$ cat src/rtl/core/assert_macros.svh
// Assertion macros for the RTL of the tag table top level.
// No dependencies; the bodies are empty when SYNTHESIS is defined.
`ifndef ASSERT_MACROS_SVH
`define ASSERT_MACROS_SVH
`ifndef SYNTHESIS
// prop must hold at every clock edge outside reset
`define ASSERT_PROP(label, clk, rst_n, prop) \
  label: assert property (@(posedge clk) disable iff (!rst_n) (prop)) \
    else $error("assertion failed");
// expr must never be true outside reset
`define ASSERT_NEVER(label, clk, rst_n, expr) \
  label: assert property (@(posedge clk) disable iff (!rst_n) !(expr)) \
    else $error("forbidden condition seen");
`else
`define ASSERT_PROP(label, clk, rst_n, prop)
`define ASSERT_NEVER(label, clk, rst_n, expr)
`endif
`endif

$ cat src/rtl/core/dmtt_ram.sv
// Generic simple dual-port RAM: one write port, one read port, registered read.
// No dependencies.
module dmtt_ram #(
  parameter int unsigned WIDTH = 8,
  parameter int unsigned DEPTH = 256
) (
  input  logic                     clk_i,
  input  logic                     wr_en_i,
  input  logic [$clog2(DEPTH)-1:0] wr_addr_i,
  input  logic [WIDTH-1:0]         wr_data_i,
  input  logic                     rd_en_i,
  input  logic [$clog2(DEPTH)-1:0] rd_addr_i,
  output logic [WIDTH-1:0]         rd_data_o
);

  logic [WIDTH-1:0] mem_q [DEPTH];
  logic [WIDTH-1:0] rd_data_q;

  always_ff @(posedge clk_i) begin
    if (wr_en_i) begin
      mem_q[wr_addr_i] <= wr_data_i;
    end
  end

  always_ff @(posedge clk_i) begin
    if (rd_en_i) begin
      rd_data_q <= mem_q[rd_addr_i];
    end
  end

  assign rd_data_o = rd_data_q;

endmodule
$ cat config.mk
export PLATFORM = sky130hd
export DESIGN_NAME = dmtt_ram
export DESIGN_NICKNAME = d
export VERILOG_FILES = /design/src/rtl/core/assert_macros.svh /design/src/rtl/core/dmtt_ram.sv
export SDC_FILE = /design/constraint.sdc
export NUM_CORES = 2
export LEC_CHECK = 0
export BUFFER_PORTS_ARGS = -buffer_cell sky130_fd_sc_hd__buf_2
export CORE_MARGIN = 4
export CORE_UTILIZATION = 40
export DETAILED_ROUTE_END_ITERATION = 7
export PLACE_DENSITY = 0.63
export SYNTH_ARGS = -nofsm -noshare
export SYNTH_HDL_FRONTEND = slang
export SYNTH_SLANG_ARGS = --single-unit
$ cat constraint.sdc
create_clock -name clk_i -period 4.61 [get_ports clk_i]
set_clock_uncertainty 0.05 [all_clocks]
set_input_delay 0.461 -clock clk_i [delete_from_list [all_inputs] [get_ports clk_i]]
set_output_delay 0.461 -clock clk_i [all_outputs]
set_load 0.005 [all_outputs]
* Yosys cells after proc, flatten, opt, wreduce, memory -nomap -nowiden
Memory sizes are Yosys's and may differ from the RTL's. A register that Yosys moved wholly into a read port is not among the register bits.
Index checks and enable logic that the tools add are counted.
W data, S select, Z words.
** Cells by class
- Equal/unequal tests :: 0
- Multipliers :: 0
- $lt $le $gt $ge :: 0
- Reduce and logical (&&, ||, !) cells :: 0
- Bitwise operators :: 0
- Mux-type cells :: 2
- Shift operators :: 0
- Add/sub/neg operators :: 0
- Divide/modulo/power cells :: 0
** Operator list (count)
- $mux W1 :: 2
** Storage, ports and cells
- ROM bits :: 0
- RAM bits :: 2048
- Memories kept :: 1
- Register bits :: 0
- Bits in latches :: 0
** Memory list
- mem_q :: words 256, width 8, read ports 1, clocked after Yosys merged registers in 1, wr ports 1, line dmtt_ram.sv:16 : logic [WIDTH-1:0] mem_q [DEPTH];

* Depth between registers and ports, before layout
- Depth in word-level cells :: 2
- Gate-level depth with buffers :: 11
- Gate-level depth less buffers :: 6

* Worst setup path before layout
OpenSTA, ideal clock, no wires.
- Kind :: input-to-reg
- Start :: input rd_addr_i[0]
- End :: register rd_data_q[2] (netlist: rd_data_o[2]), read port of mem_q, data pin
- Library setup time :: 0.269 ns
- Buffers on the path :: 4
- Data arrival time :: 2.268 ns
- Data required time :: 4.291 ns
- Path slack :: 2.023 ns
- Cell stages on the path :: 9
- Cell sequence :: buf_6 > buf_12 > buf_8 > buf_2 > mux4_2 > a22oi_1 > a21oi_1 > nor4_1 > nor4_2
** RTL lines
- start, declared :: line dmtt_ram.sv:12 : input logic [$clog2(DEPTH)-1:0] rd_addr_i,
- end, declared :: line dmtt_ram.sv:17 : logic [WIDTH-1:0] rd_data_q;

==> results.yml <==
run_status:
  status: "completed"
grt:
  grtUsageMet1_pct: 27.0
  overflow: 0
  grt_usage_pct: 19.3
  grt_most_used_layer: "met2"
  use_met3_pct: 4.18
  antenna_found_initial: 6
  grt_max_degree: 166
  grtUsageMet2_pct: 30.4
  grt_pass1_wl_mm: 288
  first_global_vias: 39097
floorplanning:
  core_um2: 198000
  fp.dieW_um: 454
  rows: 163
  die_area_um2: 206000
  die_y_um: 454
  pin_count: 35
  initial_core_util_pct: 40.3
logic_synthesis:
  synth-edff-count: 2056
  syn_area_um2: 79600
  synth_area_leader_cell: "edfxtp_1"
  syn_nets: 3760
  synthCells: 3733
  async_flop_share_pct: 0
  synthFlopType: "edfxtp_1"
  ys_types: 54
  ys_top_cells_by_count: "2056 x edfxtp_1, 454 x mux4_2, 282 x nor2_1"
  yosysWarningCount: 0
  synth_top_area_share_pct: 77.5
  synth_area_leaders: "edfxtp_1 78%, mux4_2 13%, mux2i_1 1.7%"
  synth.avg_cell_area_um2: 21.3
  synthMostInstantiatedCell: "edfxtp_1"
  synth_seq_cells: 2056
  yosysSeqAreaShare_pct: 77.5
sta:
  rsz0062_at_grt: "false"
  maxSlewViolCount: 0
  finalSetupViolations: 0
  hold_viol: 0
  tns_ns: 0
  whs_ns: 0.0687
  tightest_slew_ns: 1.35
  period_needed_ns: 3.73
  finalCritPeriodShare_pct: 80.8
  relSlewSlack_pct: 8.84
  max_freq_ghz: 0.268
clocking:
  clkTransAtPathRegs_ns: 0.06
  ctsLongestPathBuffers: 3
  ctsResizeCount: 0
  clock-sinks: 2056
  h-tree-depth: 4
  cts-root-buf: "clkbuf_16"
  insertion_delay_ns: 0.85
  cts_tree: "yes"
  numCtsBuffers: 199
flow_run:
  cap_viol_max_count: 0
finish:
  drive_gt1_share_pct: 23.8
  postLayoutCellArea_um2: 89700
  regArea_um2: 61700
  multiInputGateArea_um2: 16500
  nets: 3959
  fin_cells: 6743
  fin_util_pct: 45.4
  fillers: 16271
  syn2layout_area_growth_pct: 12.7
placement:
  post_dp_cell_area_um2: 83600
  io_buffers: 34
  gp_congestion: 0.860
  dp_hpwl_mm: 123
  placedCellCount: 6370
critical_path:
  worstPathMaxFanout: 1
  reg2reg_from: "mem_q[210][5]"
  start_kind: "flop"
  cp-end-kind: "flop"
  rr_worst_depth: 7
  crit_type: "flop to flop"
  required_ns: 5.11
  rrSetupSlack_ns: 0.88
  critPathArrivalTime_ns: 4.22
  startpoint: "mem_q[210][5]"
route:
  vias: 39193
  drt_pass1_iterations: 5
  drc_errors: 0
  ant_nets: 0
  via_per_inst: 5.81
  drt-total-wl_mm: 200
  drt_iter0_markers: 5090
  avgRoutedWirePerCell_um: 29.7
hold_path:
  hold_start: "wr_data_i[7]"
  holdPathStages: 1
  hp-class: "input pin to flop"
power_and_ir_drop:
  ir_drop_v: 0.000373
  leakage_nw: 27.6
  p_per_area_nw_per_um2: 424
## placed cells by master (no fill, tap or decap), types with 4 or more instances in the layout
cell	instances
buf_2	22
clkinv_1	51
a221oi_1	13
a21oi_1	96
diode_2	4
bufinv_16	10
a22oi_1	133
edfxtp_1	2056
mux4_2	454
nand2_1	33
a211oi_1	16
clkinv_4	6
buf_8	10
o21ai_0	10
and2_1	5
nand4_1	10
inv_6	6
buf_4	177
o211ai_1	10
nor3_1	22
nand2b_1	8
buf_12	21
nor4_1	24
nor2_1	279
o22ai_1	28
or2_2	4
clkbuf_1	46
a22o_1	8
nor2b_1	28
clkinv_2	42
mux2i_1	134
clkbuf_16	201
o221ai_1	46
o32ai_1	4
nand3_1	33
o22a_1	5
## report_power, final
group          switching [mW]  internal (mW)  total, mW
Sequential             0.0327           20.6       20.7
Clock                    6.96           8.58       15.5
Combinational            1.23          0.641       1.87
## area by class of cell
| cell class | count | share of cell area, % |
|---|---|---|
| Antenna cell | 4 | 0.0112 |
| Timing Repair Buffer | 231 | 2.25 |
| Clock inverter | 121 | 1.06 |
| Tap cell | 2640 | 3.68 |
| Clock buffer | 247 | 5.80 |
| Inverter | 2 | 0.00837 |
| Sequential cell | 2056 | 68.8 |
| Multi-Input combinational cell | 1442 | 18.4 |
## what timing repair did
action / 4_1_cts / 5_1_grt
hold endpoints to repair: 5 / 0
buffers inserted: 0 / 0
hold buffers: 1 / 0
## state kept, by name, indices dropped and copies added (netlist names)
| signal | cells |
|---|---|
| mem_q | 2048 |
| rd_data_o | 8 |
## final timing paths
check,endpoint
max,rd_data_o[5]
min,mem_q[44][7]
max reg2reg,rd_data_o[5]
min reg2reg,rd_data_o[3]
## worst max-delay path, cell delays in order, from the launching register on
cell and delay [ns]:
edfxtp_1 0.37, mux4_2 0.47, a22o_1 0.24, a221oi_1 0.87, o32ai_1 0.28, nor3_1 0.86
buf_4 0.26, nor4_1 0.05
## stage by stage
step	power (mW)	worst slack, ns
after floorplan	22.0	2.02
after global placement	22.9	0.405
after detailed placement	22.9	0.386
after CTS	38.3	1.04
after global routing	39.2	0.990
final	38.1	0.884
## per-layer routing
layer  up-vias  routed length, um
met1     20959              81000
met5         -                 13
li1      16113                  -
met3       338              16600
met2      1781              96200
met4         2               6390
## cell families after synthesis
family,Yosys count,synth area share [%]
multiplexers,591,14.6
buffers and inverters,235,1.83
flip-flops,2056,77.5
AO/OA/AOI/OAI,385,3.42
AND/OR/NAND/NOR,466,2.63
Power figures use the tool's default switching activity.
